--- src/rtl/core/lhp_pkg.sv ---
// ----------------------------------------------------------------------------
// lhp_pkg
// Types, constants and helpers for the decade latency histogram.
// ----------------------------------------------------------------------------
package lhp_pkg;

    localparam int COUNTER_BITS = 40;
    localparam int NUM_BUCKETS  = 7;
    localparam int NUM_LIMITS   = NUM_BUCKETS - 1;
    localparam int BUCKET_W     = 3;
    localparam int SAMPLE_W     = 32;
    localparam int SUM_W        = 64;
    localparam int FRAC_W       = 16;
    localparam int NUM_PCT      = 3;
    localparam int CUM_W        = COUNTER_BITS + BUCKET_W;
    localparam int PROD_W       = COUNTER_BITS + FRAC_W;
    localparam int QUEUE_DEPTH  = 2;
    localparam int QPTR_W       = $clog2(QUEUE_DEPTH);
    localparam int QCNT_W       = $clog2(QUEUE_DEPTH + 1);

    localparam logic [COUNTER_BITS-1:0] COUNT_MAX = {COUNTER_BITS{1'b1}};
    localparam logic [SUM_W-1:0]        SUM_MAX   = {SUM_W{1'b1}};
    localparam logic [SAMPLE_W-1:0]     MIN_INIT  = {SAMPLE_W{1'b1}};

    localparam logic [SAMPLE_W-1:0] DECADE_LIMIT [NUM_LIMITS] = '{
        32'd100, 32'd1000, 32'd10000, 32'd100000, 32'd1000000, 32'd10000000
    };

    // configuration register indexes
    localparam int CFG_IDX_W = 2;
    localparam logic [CFG_IDX_W-1:0] CFG_PCT_LOW  = 2'd0;
    localparam logic [CFG_IDX_W-1:0] CFG_PCT_MID  = 2'd1;
    localparam logic [CFG_IDX_W-1:0] CFG_PCT_HIGH = 2'd2;

    localparam logic [FRAC_W-1:0] PCT_LOW_RESET  = 16'd32768;
    localparam logic [FRAC_W-1:0] PCT_MID_RESET  = 16'd62259;
    localparam logic [FRAC_W-1:0] PCT_HIGH_RESET = 16'd64881;

    typedef enum logic {
        REQ_RECORD = 1'b0,
        REQ_CLEAR  = 1'b1
    } req_t;

    typedef struct packed {
        req_t                  req;
        logic [SAMPLE_W-1:0]   sample;
        logic [BUCKET_W-1:0]   bucket;
    } item_t;

    typedef struct packed {
        logic full;
        logic empty;
    } q_status_t;

    typedef struct packed {
        logic [COUNTER_BITS-1:0] total;
        logic [SUM_W-1:0]        sum;
        logic [SAMPLE_W-1:0]     least;
        logic [SAMPLE_W-1:0]     greatest;
        logic [BUCKET_W-1:0]     hit;
        logic [COUNTER_BITS-1:0] hit_total;
    } stats_t;

    function automatic logic [BUCKET_W-1:0] bucket_of(input logic [SAMPLE_W-1:0] v);
        logic [BUCKET_W-1:0] b;
        b = BUCKET_W'(NUM_BUCKETS - 1);
        for (int i = NUM_LIMITS - 1; i >= 0; i--) begin
            if (v < DECADE_LIMIT[i]) begin
                b = BUCKET_W'(i);
            end
        end
        return b;
    endfunction

    function automatic logic [COUNTER_BITS-1:0] sat_inc(input logic [COUNTER_BITS-1:0] v);
        return (v == COUNT_MAX) ? v : v + 1'b1;
    endfunction

endpackage

--- src/rtl/core/lhp_queue.sv ---
// ----------------------------------------------------------------------------
// lhp_queue
// Short FIFO between the classifying front end and the statistics back end.
// ----------------------------------------------------------------------------
module lhp_queue (
    input  logic              aclk,
    input  logic              aresetn,
    input  logic              push,
    input  lhp_pkg::item_t    push_item,
    input  logic              pop,
    output lhp_pkg::item_t    head_item,
    output lhp_pkg::q_status_t status
);

    lhp_pkg::item_t                    mem_reg [lhp_pkg::QUEUE_DEPTH];
    logic [lhp_pkg::QPTR_W-1:0]        wr_ptr_reg, wr_ptr_next;
    logic [lhp_pkg::QPTR_W-1:0]        rd_ptr_reg, rd_ptr_next;
    logic [lhp_pkg::QCNT_W-1:0]        count_reg, count_next;

    localparam logic [lhp_pkg::QPTR_W-1:0] LAST_PTR = lhp_pkg::QPTR_W'(lhp_pkg::QUEUE_DEPTH - 1);

    always_comb begin
        wr_ptr_next = wr_ptr_reg;
        rd_ptr_next = rd_ptr_reg;
        count_next  = count_reg;
        if (push) begin
            wr_ptr_next = (wr_ptr_reg == LAST_PTR) ? '0 : wr_ptr_reg + 1'b1;
        end
        if (pop) begin
            rd_ptr_next = (rd_ptr_reg == LAST_PTR) ? '0 : rd_ptr_reg + 1'b1;
        end
        if (push && !pop) begin
            count_next = count_reg + 1'b1;
        end else if (pop && !push) begin
            count_next = count_reg - 1'b1;
        end
    end

    always_ff @(posedge aclk) begin
        if (!aresetn) begin
            wr_ptr_reg <= '0;
            rd_ptr_reg <= '0;
            count_reg  <= '0;
        end else begin
            wr_ptr_reg <= wr_ptr_next;
            rd_ptr_reg <= rd_ptr_next;
            count_reg  <= count_next;
        end
    end

    always_ff @(posedge aclk) begin
        if (push) begin
            mem_reg[wr_ptr_reg] <= push_item;
        end
    end

    assign head_item    = mem_reg[rd_ptr_reg];
    assign status.full  = (count_reg == lhp_pkg::QCNT_W'(lhp_pkg::QUEUE_DEPTH));
    assign status.empty = (count_reg == '0);

endmodule

--- config.mk ---
export PLATFORM = sky130hd
export DESIGN_NAME = lhp_queue
export DESIGN_NICKNAME = d
export VERILOG_FILES = /design/src/rtl/core/lhp_pkg.sv /design/src/rtl/core/lhp_queue.sv
export SDC_FILE = /design/constraint.sdc
export NUM_CORES = 1
export LEC_CHECK = 0
export BUFFER_PORTS_ARGS = -buffer_cell sky130_fd_sc_hd__buf_4
export CAP_MARGIN = 40
export CORE_UTILIZATION = 48
export CTS_BUF_LIST = sky130_fd_sc_hd__clkbuf_8
export DETAILED_ROUTE_END_ITERATION = 8
export MAX_ROUTING_LAYER = met4
export PLACE_DENSITY = 0.78
export SYNTH_ARGS = -nofsm -noshare
export SYNTH_HDL_FRONTEND = slang
export SYNTH_SLANG_ARGS = --single-unit
--- constraint.sdc ---
create_clock -name aclk -period 2.54 [get_ports aclk]
set_clock_uncertainty 0.15 [all_clocks]
set_input_delay 0.254 -clock aclk [delete_from_list [all_inputs] [get_ports aclk]]
set_output_delay 0.254 -clock aclk [all_outputs]
set_load 0.02 [all_outputs]
==> summary.md <==
| Metric | Value |
|---|---|
| Sink Count | 77 |
| Placed Cells | 282 |
| Total CTS buffers | 9 |
| Worst-Margin Slew | 490 ps |
| DIE WIDTH | 78.7 um |
| 1st-pass router iterations | 3 |
| Fin crit period | 2090 ps |
| Final #Nets | 299 |
| CTS tree | yes |
| Setup crit start kind | flip-flop |
| Syn-to-layout area delta | 43.4% |
| Metal3 WL | 296 um |
| Flops & latches, synth | 77 |
| Reg clk slew, reported paths | 70 ps |
| Min-delay worst type | in2reg |
| Post-DP HPWL | 3.16 mm |
| Avg Cell Area, Syn | 21.1 um2 |
| Ports | 78 |
| Largest net degree at the start of global routing | 37 |
| Worst-case clock buffer depth | 2 |
| Worst-Skew Late Latency | 340 ps |
| Tcrit/Tclk final | 82.4% |
| Met2 WL post-DR | 2.88 mm |
| Antenna violations before repair | 0 |
| Final core occ | 72.7% |
| Finished Layout Cells | 334 |
| Fmax | 478 MHz |
| Routed length per instance | 15.7 um |
| Leakage power | 1.56 nW |
| GRT Overall Usage | 18.9% |
| Post-synthesis sequential area ratio | 80.1% |
| Worst Setup End Kind | primary output |
| Die Y | 78.7 um |
| Vias in the first global route | 1748 |
| Syn_nets | 175 |
| Clock Tree Root | clkbuf_8 |
| N_diodes | 0 |
| Maximum vdd drop | 0.490 mV |
| Overall power | 0.00282 W |
| RSZ-0062 raised after global routing | false |
| Mapped Cells | 134 |
| Status | finished clean |
| Relative slew slack | 67.4% |
| Initial Utilization | 50.7% |
| Share of the synthesized area in the top cell type | 76.5% |
| CP Class | reg2out |
| Largest register FFs | 72 |
| Layout cells sized above 1 | 50.8% |
| Synth Cell Area | 2830 um2 |
| Post_cts resized | 0 |
| Number of routed nets with antenna violations | 0 |
| PortBufs | 77 |
| Top Metal Used | met4 |
| Max cap viols | 0 |
| Die area | 6200 um2 |
| PwrDens | 696 nW/um2 |
| Total grt overflow | 0 |
| DR vias | 1615 |
| DRC errors left | 0 |
| Overall routed net length | 5.25 mm |
| Post-Route M1 WL | 2.02 mm |
| Critical path arrival | 1690 ps |
| Placeable Area | 5570 um2 |
| First-pass GRT wire length | 8.11 mm |
| H-tree Lvls | 3 |
| Placement Rows | 27 |
| Via density | 4.84 |
| Setup Viol. Count Final | 0 |
| Final Hold Fails | 0 |
| Setup TNS | 0 ps |
| Pins Over Slew Limit | 0 |
| CP max FO | 33 |
| Area contributors post-synth | edfxtp_1 (77%), mux2_2 (14%), dfxtp_1 (3.5%) |
| Critical Path RT | 2140 ps |
| Library cells used by synthesis | 17 |
| Yosys warnings | 0 |
| Post-synth top area cell | edfxtp_1 |
| Routability congestion estimate | 0.675 |
| Iter 0 DRT Violations | 89 |
## what timing repair did
action,CTS,global route
hold buffers,36,1
hold endpoints to repair,72,1
buffers inserted,0,0
## cell type report
cell class	instances	area (um2)
clock buffer	11	151
clock inverter	4	42.5
fill	373	1520
inverter	1	3.75
multi-input combinational	52	529
sequential	77	2260
tap	72	90.1
timing repair buffer	117	971
## stage by stage
step	setup WS [ps]	hold WS [ps]	area [um2]
after floorplan	4.34	203	2830
after global placement	810	289	3490
after detailed placement	807	292	3490
after CTS	430	4.28	4040
after global routing	379	107	4050
final	447	110	4050
## routing by layer
| layer | vias to the layer above | GRT usage, % |
|---|---|---|
| met2 | 51 | 32.3 |
| met5 | - | - |
| met1 | 795 | 20.4 |
| met3 | 6 | 7.13 |
| li1 | 763 | - |
| met4 | 0 | 6.11 |
## final timing paths
path                            depth (start not counted)  slack [ps]        endpoint          from
worst max-delay path                                    3         450   head_item[23]     flip-flop
worst min-delay path                                    3         110      wr_ptr_reg          push
worst max register to register                          2         940  mem_reg[1][21]    wr_ptr_reg
worst min register to register                          2         380    count_reg[1]  count_reg[1]
## critical path, cell delays in order, from the launching register on
cell and delay, ps:
dfxtp_2 370, buf_4 400, mux2_2 400, buf_4 160
## power by group
group	internal [W]	switching [W]	leakage, nW
Sequential	0.00146	0.0000217	0.718
Combinational	0.000232	0.000211	0.738
Clock	0.000494	0.000401	0.108
## Yosys cell counts
library cell and count:
inv_1 1, a21boi_1 1, and2_1 4, xor2_1 2, ha_1 1, nor2b_1 2, o21ai_0 1, xnor2_1 1
o21a_1 1, edfxtp_1 72, buf_6 3, and2b_2 1, dfxtp_1 5, or3_1 1, buf_2 1, nor2_1 1
mux2_2 36
## cell usage in the layout (no fill, tap or decap)
cell and instances:
or3_1 1, clkbuf_8 11, o21a_1 1, mux2_2 36, ha_1 1, and2b_2 1
dfxtp_1 4, o21ai_0 1, and2_2 1, inv_1 3, nor2b_1 1, nor2b_4 1
xnor2_1 1, bufinv_16 1, clkinv_2 1, nor2_1 1, edfxtp_1 72, buf_4 80
dlygate4sd3_1 37, a21boi_1 1, and2_1 3, dfxtp_2 1, xor2_1 2
## cell families (layout without fill, tap and decap cells)
group	count (synthesis)	in the layout	synth area share (%)
buf+inv	5	133	1.51
xor+xnor	3	3	0.930
flops	77	77	80.1
fa+ha+maj	1	1	0.443
mux	36	36	14.3
compound gates	3	3	0.709
simple gates	9	9	1.99
(Power assumes the default switching activity.)
