File: src/rtl/core/lhp_pkg.sv
// ----------------------------------------------------------------------------
// lhp_pkg
// Types, constants and helpers for the decade latency histogram.
// ----------------------------------------------------------------------------
package lhp_pkg;

    localparam int COUNTER_BITS = 40;
    localparam int NUM_BUCKETS  = 7;
    localparam int NUM_LIMITS   = NUM_BUCKETS - 1;
    localparam int BUCKET_W     = 3;
    localparam int SAMPLE_W     = 32;
    localparam int SUM_W        = 64;
    localparam int FRAC_W       = 16;
    localparam int NUM_PCT      = 3;
    localparam int CUM_W        = COUNTER_BITS + BUCKET_W;
    localparam int PROD_W       = COUNTER_BITS + FRAC_W;
    localparam int QUEUE_DEPTH  = 2;
    localparam int QPTR_W       = $clog2(QUEUE_DEPTH);
    localparam int QCNT_W       = $clog2(QUEUE_DEPTH + 1);

    localparam logic [COUNTER_BITS-1:0] COUNT_MAX = {COUNTER_BITS{1'b1}};
    localparam logic [SUM_W-1:0]        SUM_MAX   = {SUM_W{1'b1}};
    localparam logic [SAMPLE_W-1:0]     MIN_INIT  = {SAMPLE_W{1'b1}};

    localparam logic [SAMPLE_W-1:0] DECADE_LIMIT [NUM_LIMITS] = '{
        32'd100, 32'd1000, 32'd10000, 32'd100000, 32'd1000000, 32'd10000000
    };

    // configuration register indexes
    localparam int CFG_IDX_W = 2;
    localparam logic [CFG_IDX_W-1:0] CFG_PCT_LOW  = 2'd0;
    localparam logic [CFG_IDX_W-1:0] CFG_PCT_MID  = 2'd1;
    localparam logic [CFG_IDX_W-1:0] CFG_PCT_HIGH = 2'd2;

    localparam logic [FRAC_W-1:0] PCT_LOW_RESET  = 16'd32768;
    localparam logic [FRAC_W-1:0] PCT_MID_RESET  = 16'd62259;
    localparam logic [FRAC_W-1:0] PCT_HIGH_RESET = 16'd64881;

    typedef enum logic {
        REQ_RECORD = 1'b0,
        REQ_CLEAR  = 1'b1
    } req_t;

    typedef struct packed {
        req_t                  req;
        logic [SAMPLE_W-1:0]   sample;
        logic [BUCKET_W-1:0]   bucket;
    } item_t;

    typedef struct packed {
        logic full;
        logic empty;
    } q_status_t;

    typedef struct packed {
        logic [COUNTER_BITS-1:0] total;
        logic [SUM_W-1:0]        sum;
        logic [SAMPLE_W-1:0]     least;
        logic [SAMPLE_W-1:0]     greatest;
        logic [BUCKET_W-1:0]     hit;
        logic [COUNTER_BITS-1:0] hit_total;
    } stats_t;

    function automatic logic [BUCKET_W-1:0] bucket_of(input logic [SAMPLE_W-1:0] v);
        logic [BUCKET_W-1:0] b;
        b = BUCKET_W'(NUM_BUCKETS - 1);
        for (int i = NUM_LIMITS - 1; i >= 0; i--) begin
            if (v < DECADE_LIMIT[i]) begin
                b = BUCKET_W'(i);
            end
        end
        return b;
    endfunction

    function automatic logic [COUNTER_BITS-1:0] sat_inc(input logic [COUNTER_BITS-1:0] v);
        return (v == COUNT_MAX) ? v : v + 1'b1;
    endfunction

endpackage

File: src/rtl/core/lhp_front.sv
// ----------------------------------------------------------------------------
// lhp_front
// Accepts request transactions and tags each sample with its decade bucket.
// ----------------------------------------------------------------------------
module lhp_front (
    input  logic                           s_valid,
    output logic                           s_ready,
    input  logic                           s_req_type,
    input  logic [lhp_pkg::SAMPLE_W-1:0]   s_sample_value,
    input  lhp_pkg::q_status_t             q_status,
    output logic                           push,
    output lhp_pkg::item_t                 push_item
);

    assign s_ready = !q_status.full;
    assign push    = s_valid && s_ready;

    always_comb begin
        push_item.req    = lhp_pkg::req_t'(s_req_type);
        push_item.sample = s_sample_value;
        push_item.bucket = lhp_pkg::bucket_of(s_sample_value);
    end

endmodule

File: config.mk
export PLATFORM = sky130hd
export DESIGN_NAME = lhp_front
export DESIGN_NICKNAME = d
export VERILOG_FILES = /design/src/rtl/core/lhp_pkg.sv /design/src/rtl/core/lhp_front.sv
export SDC_FILE = /design/constraint.sdc
export NUM_CORES = 1
export LEC_CHECK = 0
export BUFFER_PORTS_ARGS = -buffer_cell sky130_fd_sc_hd__buf_2
export CORE_MARGIN = 10
export CORE_UTILIZATION = 30
export DETAILED_ROUTE_END_ITERATION = 7
export PLACE_DENSITY = 0.76
export SLEW_MARGIN = 20
export SYNTH_ARGS = -nofsm -noshare
export SYNTH_HDL_FRONTEND = slang
export SYNTH_SLANG_ARGS = --single-unit
export TNS_END_PERCENT = 100
File: constraint.sdc
create_clock -name vclk -period 3.1
set_clock_uncertainty 0.2 [all_clocks]
set_input_delay 0.62 -clock vclk [all_inputs]
set_output_delay 0.62 -clock vclk [all_outputs]
set_load 0.005 [all_outputs]
==> results.yml, run 1 <==
synthesis:
  syn_area_per_cell_um2: 7.221
  seq_area_frac_synth_pct: 0
  yosys_warnings: 0
  syn-cell-area_um2: 599.3
  synth_cell_types: 32
  syn-num-nets: 119
  syn_inst: 83
sta:
  tightest_slew_ns: 0.3884
  grt_setup_unrepaired: "false"
  fin_crit_ns: 2.794
  fin_crit_sh_pct: 90.14
  setup_viol: 0
  setup_tns_ns: 0
  max_slew_margin_pct: 73.95
  hold_viol_final: 0
  slew_violations: 0
  fmax_mhz: 357.9
grt:
  grt_pass1_vias: 780
  grt-ovfl-total: 0
  antenna_found_initial: 0
  grt_pass1_wl_um: 3843
  grt_max_degree: 9
  grt.total_usage_pct: 10.32
floorplan:
  rows: 16
  die_h_um: 64.70
  start_util_pct: 31.18
  core-area_um2: 1922
  die_w_um: 64.70
  dieArea_um2: 4185
  pin_count: 74
pwr:
  p_leak_nw: 0.3505
  power.density_nw_per_um2: 110.1
  peakVddDrop_v: 0.00004160
placed_design:
  dp_hpwl_um: 2069
  placed_area_um2: 720.7
  port-buffer-count: 67
  place_inst: 144
  gp_congestion: 0.7964
cells_and_area:
  n_clock_buffer: 0
  final_cell_area_um2: 720.7
  final_cell_mix: "67 x buf_2, 5 x nor2_1, 4 x nand4_1"
  final-seq-area_um2: 0
  nNetsFinal: 155
  final_cells: 144
  syn2layout_area_growth_pct: 20.25
  fill_cells: 223
  drive_gt1_share_pct: 67.52
  antenna_cells: 0
  final_common_cell: "buf_2"
  seq_cell_count: 0
critical_path:
  slowest_stage: "nor4_2"
  cp.required_ns: 2.28
  startpoint: "s_sample_value[30]"
  critPathMaxFanout: 2
  cp.arrival_ns: 1.97
  crit_path_end_kind: "primary output"
  path_cells: "buf_2, nor4_2, nand3_1, nor4_2, nor3b_2, a22oi_1, buf_2"
  crit_end: "push_item[1]"
  slowest_delay_ns: 0.34
  crit_type: "input port to primary output"
  cp-start-kind: "input port"
cts:
  cts_resized: 0
  cts_setup_buffers: 0
  ctsHoldBuffers: 0
routing:
  route.detailed.drc: 0
  vias: 716
  drtAntennaViolNets: 0
  drtIter0Drc: 27
  drt-total-wl_um: 2253
  drt-pass1-iter-count: 4
  avgViaCountPerCell: 4.972
  wl_per_cell_um: 15.65
outcome:
  status: "completed"
min_path:
  hold-path-cell-count: 0
  hold_class: "input port to primary output"
run:
  cap_violations: 0
-- how the worst min path moves through the flow --
| stage | start | to | slack (ns) |
|---|---|---|---|
| 4_1_cts | s_sample_value[1] | push_item[4] | 1.04 |
| 2_1_floorplan | q_status[1] | s_ready | 1.07 |
| 3_3_place_gp | s_sample_value[1] | push_item[4] | 1.04 |
| 6_report | s_sample_value[1] | push_item[4] | 1.04 |
| 5_1_grt | s_sample_value[1] | push_item[4] | 1.04 |
| 3_5_place_dp | s_sample_value[1] | push_item[4] | 1.04 |
-- cells in the mapped netlist --
| cell type | count | area (um2) |
|---|---|---|
| or4_4 | 1 | 11.26 |
| o21ai_1 | 3 | 15.01 |
| nor4_1 | 3 | 18.77 |
| nor2_1 | 5 | 18.77 |
| a211oi_1 | 2 | 15.01 |
| o21ai_2 | 1 | 8.760 |
| nor4_2 | 3 | 37.54 |
| a21o_2 | 1 | 8.760 |
| a22oi_1 | 1 | 7.510 |
| buf_4 | 33 | 247.7 |
| o21ai_0 | 2 | 10.01 |
| o21a_1 | 1 | 7.510 |
| nor3b_2 | 1 | 12.51 |
| nand2_1 | 3 | 11.26 |
| nand4_1 | 4 | 25.02 |
| o311ai_0 | 1 | 8.760 |
| nand3_1 | 2 | 10.01 |
| a22oi_2 | 1 | 12.51 |
| nor3_1 | 2 | 10.01 |
| nor2b_1 | 1 | 6.260 |
| o211ai_1 | 1 | 7.510 |
| o21bai_1 | 1 | 7.510 |
| a211oi_2 | 1 | 12.51 |
| or3_1 | 1 | 6.260 |
| or2_2 | 1 | 6.260 |
| nand2b_1 | 1 | 6.260 |
| a31oi_1 | 1 | 6.260 |
| and4_2 | 1 | 10.01 |
| o211a_1 | 1 | 10.01 |
| nor3_2 | 1 | 10.01 |
| inv_1 | 1 | 3.750 |
| o311a_1 | 1 | 10.01 |
-- routing by layer --
metal / vias to the layer above / part of all wire [%] / track usage, %
met3: 0 / 19 / 7.560
met2: 57 / 42 / 17.49
met1: 312 / 39 / 10.78
li1: 347 / - / -
met4: 0 / 0 / 0
met5: - / 0 / 0
-- logic make-up (layout without fill, tap and decap cells) --
| logic type | Yosys count | count (layout) | share of synthesized area, % |
|---|---|---|---|
| AOI/OAI and AO/OA | 19 | 19 | 24.64 |
| and+or+nand+nor | 30 | 30 | 33.41 |
| buffers and inverters | 34 | 68 | 41.96 |
-- area by class of cell --
type	instances	area [um2]	share of cell area, %
multi-input combinational	49	347.8	48.26
inverter	1	3.754	0.5208
timing repair buffer	67	335.3	46.53
tap	27	33.78	4.688
-- power breakdown --
group	switching, W	leakage (nW)	internal (W)	total, W
Combinational	0.0000417	0.350	0.0000376	0.0000793
Clock	0	0	0	0
Sequential	0	0	0	0
Total	0.0000417	0.350	0.0000376	0.0000793
-- worst max-delay path: cells and delay by family --
family                 cells  cell delay (ns)
buffers and inverters      2             0.26
AOI/OAI and AO/OA          1             0.12
and+or+nand+nor            4             0.98
-- stage by stage --
| step | power [W] | setup slack (ns) | hold slack (ns) | util, % |
|---|---|---|---|---|
| after CTS | 0.00008089 | 0.2814 | 1.040 | 37.50 |
| after detailed placement | 0.00008055 | 0.2902 | 1.040 | 37.50 |
| final | 0.00007933 | 0.3056 | 1.040 | 37.50 |
| after global placement | 0.00007925 | 0.3372 | 1.040 | 37.50 |
| after floorplan | 0.00004966 | 0.6672 | 1.067 | - |
| after global routing | 0.00008958 | 0.1442 | 1.040 | 37.50 |
Power figures use the tool's default switching activity.
==> run 2: changes to the inputs <==
Settings changed: ABC_AREA set to 1, CORE_UTILIZATION 30 to 40, PLACE_DENSITY 0.76 to 0.91.
==> results.yml, run 2 <==
min_path:
  hold_class: "input port to primary output"
synthesis:
  synth_top_area_share_pct: 35.36
  synth_cell_types: 22
  yosys.area.top_type: "buf_4"
  seq_area_frac_synth_pct: 0
  synth_area_leaders: "buf_4 35%, nand2_1 18%, nor2_1 10%"
  synth_xor_xnor_area_share_pct: 0
  synth_compound_area_share_pct: 5.714
  yosys_warnings: 0
  syn_area_per_cell_um2: 5.268
  synth_top_family_by_area: "simple AND/OR/NAND/NOR gates"
  synthAdderAreaFrac_pct: 0
  synthSimpleGateAreaFrac_pct: 50.18
  synth_mux_area_share_pct: 0
  syn_inst: 133
  ys_top_cells_by_count: "33 x buf_4, 33 x nand2_1, 19 x nor2_1"
  syn-cell-area_um2: 700.7
  syn-num-nets: 169
cells_and_area:
  antenna_cells: 0
  syn2layout_area_growth_pct: 15.54
  final_core_util_pct: 47.93
  drive_gt1_share_pct: 46.71
  n_clock_buffer: 0
  seq_cell_count: 0
  final-seq-area_um2: 0
  nNetsFinal: 205
  fill_cells: 190
  final_cell_mix: "67 x buf_2, 33 x nand2_1, 19 x nor2_1"
  final_common_cell: "buf_2"
pwr:
  intPower_w: 0.00003895
  peakVddDrop_v: 0.00004507
  p_clk_share_pct: 0
  netSwitchingPower_w: 0.00004529
  pwr-share-comb_pct: 100.0
  p_leak_nw: 0.4672
  switching_share_pct: 53.76
  power.density_nw_per_um2: 104.1
  p_seq_share_pct: 0
sta:
  hold_ws_ns: 1.040
  slew_violations: 0
  fin_crit_sh_pct: 82.23
  setup_viol: 0
  setup_tns_ns: 0
  grt_setup_unrepaired: "false"
  tightest_slew_ns: 0.2941
  max_slew_margin_pct: 80.14
  fmax_mhz: 392.3
  hold_viol_final: 0
  fin_crit_ns: 2.549
routing:
  drt-total-wl_um: 2054
  drtIter0Drc: 22
  drtAntennaViolNets: 0
  route.detailed.drc: 0
  vias: 849
  avgViaCountPerCell: 4.614
  wl_per_cell_um: 11.16
  drt-pass1-iter-count: 4
placed_design:
  dp_hpwl_um: 1911
  gp_congestion: 0.8412
  port-buffer-count: 67
floorplan:
  die_w_um: 61.86
  pin_count: 74
  core-area_um2: 1689
  dieArea_um2: 3826
  rows: 15
  start_util_pct: 41.48
  die_h_um: 61.86
cts:
  cts_setup_buffers: 0
  ctsHoldBuffers: 0
  cts_resized: 0
critical_path:
  cp-start-kind: "input port"
  path_cells: "buf_2, nor2_2, nand4_1, nor2_2, nand3_2, nor2_4, nand3_1, a21boi_1, buf_2"
  critPathMaxFanout: 3
  crit_type: "input port to primary output"
  crit_path_end_kind: "primary output"
  slowest_stage: "a21boi_1"
  critPathTopFamily: "simple AND/OR/NAND/NOR gates"
  cp.required_ns: 2.28
  cp.arrival_ns: 1.73
  slowest_delay_ns: 0.15
  cp_num_buf_inv: 2
outcome:
  status: "completed"
grt:
  grt.total_usage_pct: 9.592
  antenna_found_initial: 0
  grt_pass1_wl_um: 3063
  grt_pass1_vias: 814
  grt-ovfl-total: 0
  grt_max_degree: 7
run:
  cap_violations: 0
[run 2: changes by cell type in the layout (fill, tap and decap cells not counted), moves of 3 or more]
cell / before / now
nand2_1: 3 / 33
nor2_2: 0 / 5
nand3_1: 2 / 9
nor4_2: 3 / 0
inv_1: 1 / 13
nor2_1: 5 / 19
[run 2: layout make-up]
type                            instances  area, um2  share of cell area [%]
Timing Repair Buffer                   67      335.3                   41.42
Multi-Input combinational cell         84      391.6                   48.38
Inverter                               16      61.31                   7.573
Tap cell                               17      21.27                   2.628
[run 2: metal layers]
layer	vias to the layer above	GRT usage (%)	wire length (um)
met4	0	0	0
li1	453	-	-
met2	55	18.30	913
met5	-	0	0
met1	341	10.39	807
met3	0	3.455	333
[run 2: worst paths after layout]
path / start / endpoint / slack, ns / depth (start not counted)
setup / recovery: s_sample_value[24] / push_item[1] / 0.55 / 9
hold / removal: s_req_type / push_item[35] / 1.04 / 0
[run 2: per-stage QoR]
| step | instances | cell area, um2 | setup slack, ns | total power, W |
|---|---|---|---|---|
| after floorplan | 133 | 700.7 | 0.8644 | 0.00005884 |
| after global placement | 184 | 809.5 | 0.5377 | 0.00008464 |
| after detailed placement | 184 | 809.5 | 0.5288 | 0.00008558 |
| after CTS | 184 | 809.5 | 0.5283 | 0.00008595 |
| after global routing | 184 | 809.5 | 0.3583 | 0.00009524 |
| final | 184 | 809.5 | 0.5510 | 0.00008423 |
[run 2: kinds of logic after synthesis]
kind of cell	after synthesis
simple gates	78
buf+inv	49
compound gates	6
[run 2: power by group through the flow]
stage	logic [W]	clock network [W]	registers, W
floorplan	0.0000588	0	0
global placement	0.0000846	0	0
detailed placement	0.0000856	0	0
CTS	0.0000859	0	0
global route	0.0000952	0	0
finish	0.0000842	0	0
==> run 3: changes to the inputs <==
Settings changed: CORE_UTILIZATION 40 to 34, PLACE_DENSITY 0.91 to 0.83.
Clock period 3.1 ns to 2.15 ns, I/O delays scaled along.
==> results.yml, run 3 (synthesis results as in run 2) <==
grt:
  grt_pass1_wl_um: 3574
  grt_max_degree: 7
  grt_pass1_vias: 864
  antenna_found_initial: 0
  grt-ovfl-total: 0
  grt.total_usage_pct: 9.318
sta:
  grt_setup_unrepaired: "true"
  hold_viol_final: 0
  fmax_mhz: 462.5
  tightest_slew_ns: 0.2832
  fin_ws_ns: -0.01236
  max_slew_margin_pct: 80.88
  fin_crit_ns: 2.162
  fin_crit_sh_pct: 100.6
  slew_violations: 0
  setup_viol: 1
cells_and_area:
  multi_input_area_um2: 409.1
  syn2layout_area_growth_pct: 29.46
  final-seq-area_um2: 0
  final_common_cell: "buf_2"
  final_core_util_pct: 46.24
  fill_cells: 237
  drive_gt1_share_pct: 49.12
  seq_cell_count: 0
  final_cell_mix: "61 x buf_2, 33 x nand2_1, 18 x nor2_1"
  final_cells: 198
  n_clock_buffer: 0
  antenna_cells: 0
  nNetsFinal: 209
critical_path:
  slowest_stage: "nor2_2"
  cp.arrival_ns: 1.53
  critPathMaxFanout: 3
  slowest_delay_ns: 0.17
  crit_type: "input port to primary output"
  crit_path_end_kind: "primary output"
  cp.required_ns: 1.52
  cp-start-kind: "input port"
  path_cells: "buf_6, nor2_2, nand4_1, nor2_2, nand3_2, nor2_4, nand3_2, a21boi_1, buf_2"
  startpoint: "s_sample_value[30]"
min_path:
  hold_class: "input port to primary output"
  min-delay-start: "s_req_type"
floorplan:
  rows: 16
  core-area_um2: 1962
  dieArea_um2: 4277
  pin_count: 74
  start_util_pct: 35.71
  die_w_um: 65.40
  die_h_um: 65.40
pwr:
  power.density_nw_per_um2: 147.5
  p_clk_share_pct: 0
  pwr-share-comb_pct: 100.0
  peakVddDrop_v: 0.00005732
  switching_share_pct: 50.60
  p_leak_nw: 0.5004
  netSwitchingPower_w: 0.00006772
  intPower_w: 0.00006612
  p_seq_share_pct: 0
routing:
  drt-total-wl_um: 2230
  drtAntennaViolNets: 0
  vias: 862
  drt-pass1-iter-count: 3
  avgViaCountPerCell: 4.354
  drtIter0Drc: 8
  wl_per_cell_um: 11.26
  route.detailed.drc: 0
outcome:
  status: "finished, violations left"
  violations: "negative setup slack"
placed_design:
  port-buffer-count: 67
  dp_hpwl_um: 2045
  place_inst: 198
  gp_congestion: 0.8492
run:
  cap_violations: 0
cts:
  ctsHoldBuffers: 0
[run 3: changes by cell type in the layout (fill, tap and decap cells not counted), sizes merged]
cell  change
buf       +4
[run 3: worst paths after layout]
kind,endpoint,cells after the start
worst max-delay path,push_item[1],9
worst min-delay path,push_item[35],0
[run 3: layout make-up]
cell class,instances,share of cell area (%)
inverter,16,6.759
tap,27,3.724
timing repair buffer,71,44.41
multi-input combinational,84,45.10
[run 3: repair_timing]
action / 4_1_cts / 5_1_grt
setup buffers: 0 / 0
pin swaps: 1 / 2
endpoints found under the hold margin: 0 / 0
gates resized for setup: 9 / 1
setup endpoints to repair: 2 / 2
[run 3: power by group through the flow]
stage | Clock, W | Combinational (W) | Sequential, W
floorplan | 0 | 0.0000848 | 0
global placement | 0 | 0.000125 | 0
detailed placement | 0 | 0.000128 | 0
CTS | 0 | 0.000137 | 0
global route | 0 | 0.000152 | 0
finish | 0 | 0.000134 | 0
[run 3: metal layers]
metal / vias up / GRT usage [%] / share of wire [%]
li1: 457 / - / -
met1: 362 / 9.763 / 42
met2: 43 / 17.56 / 46
met3: 0 / 4.237 / 12
met4: 0 / 0 / 0
met5: - / 0 / 0
[run 3: metrics by stage]
stage	power [W]	area [um2]	setup TNS, ns	setup WS [ns]	hold WS, ns
4_1_cts	0.0001369	904.6	-0.02420	-0.01495	0.6600
3_5_place_dp	0.0001276	852.1	-0.1261	-0.07513	0.6600
3_3_place_gp	0.0001253	852.1	-0.06001	-0.03875	0.6600
6_report	0.0001338	907.1	-0.01236	-0.01236	0.6600
2_1_floorplan	0.00008485	700.7	0	0.2944	0.6865
5_1_grt	0.0001523	907.1	-0.2693	-0.1437	0.6600
[run 3: worst max-delay path: cells and delay by family]
family,cells,cell delay (ns)
compound gates,1,0.14
buf+inv,2,0.22
simple gates,6,0.73
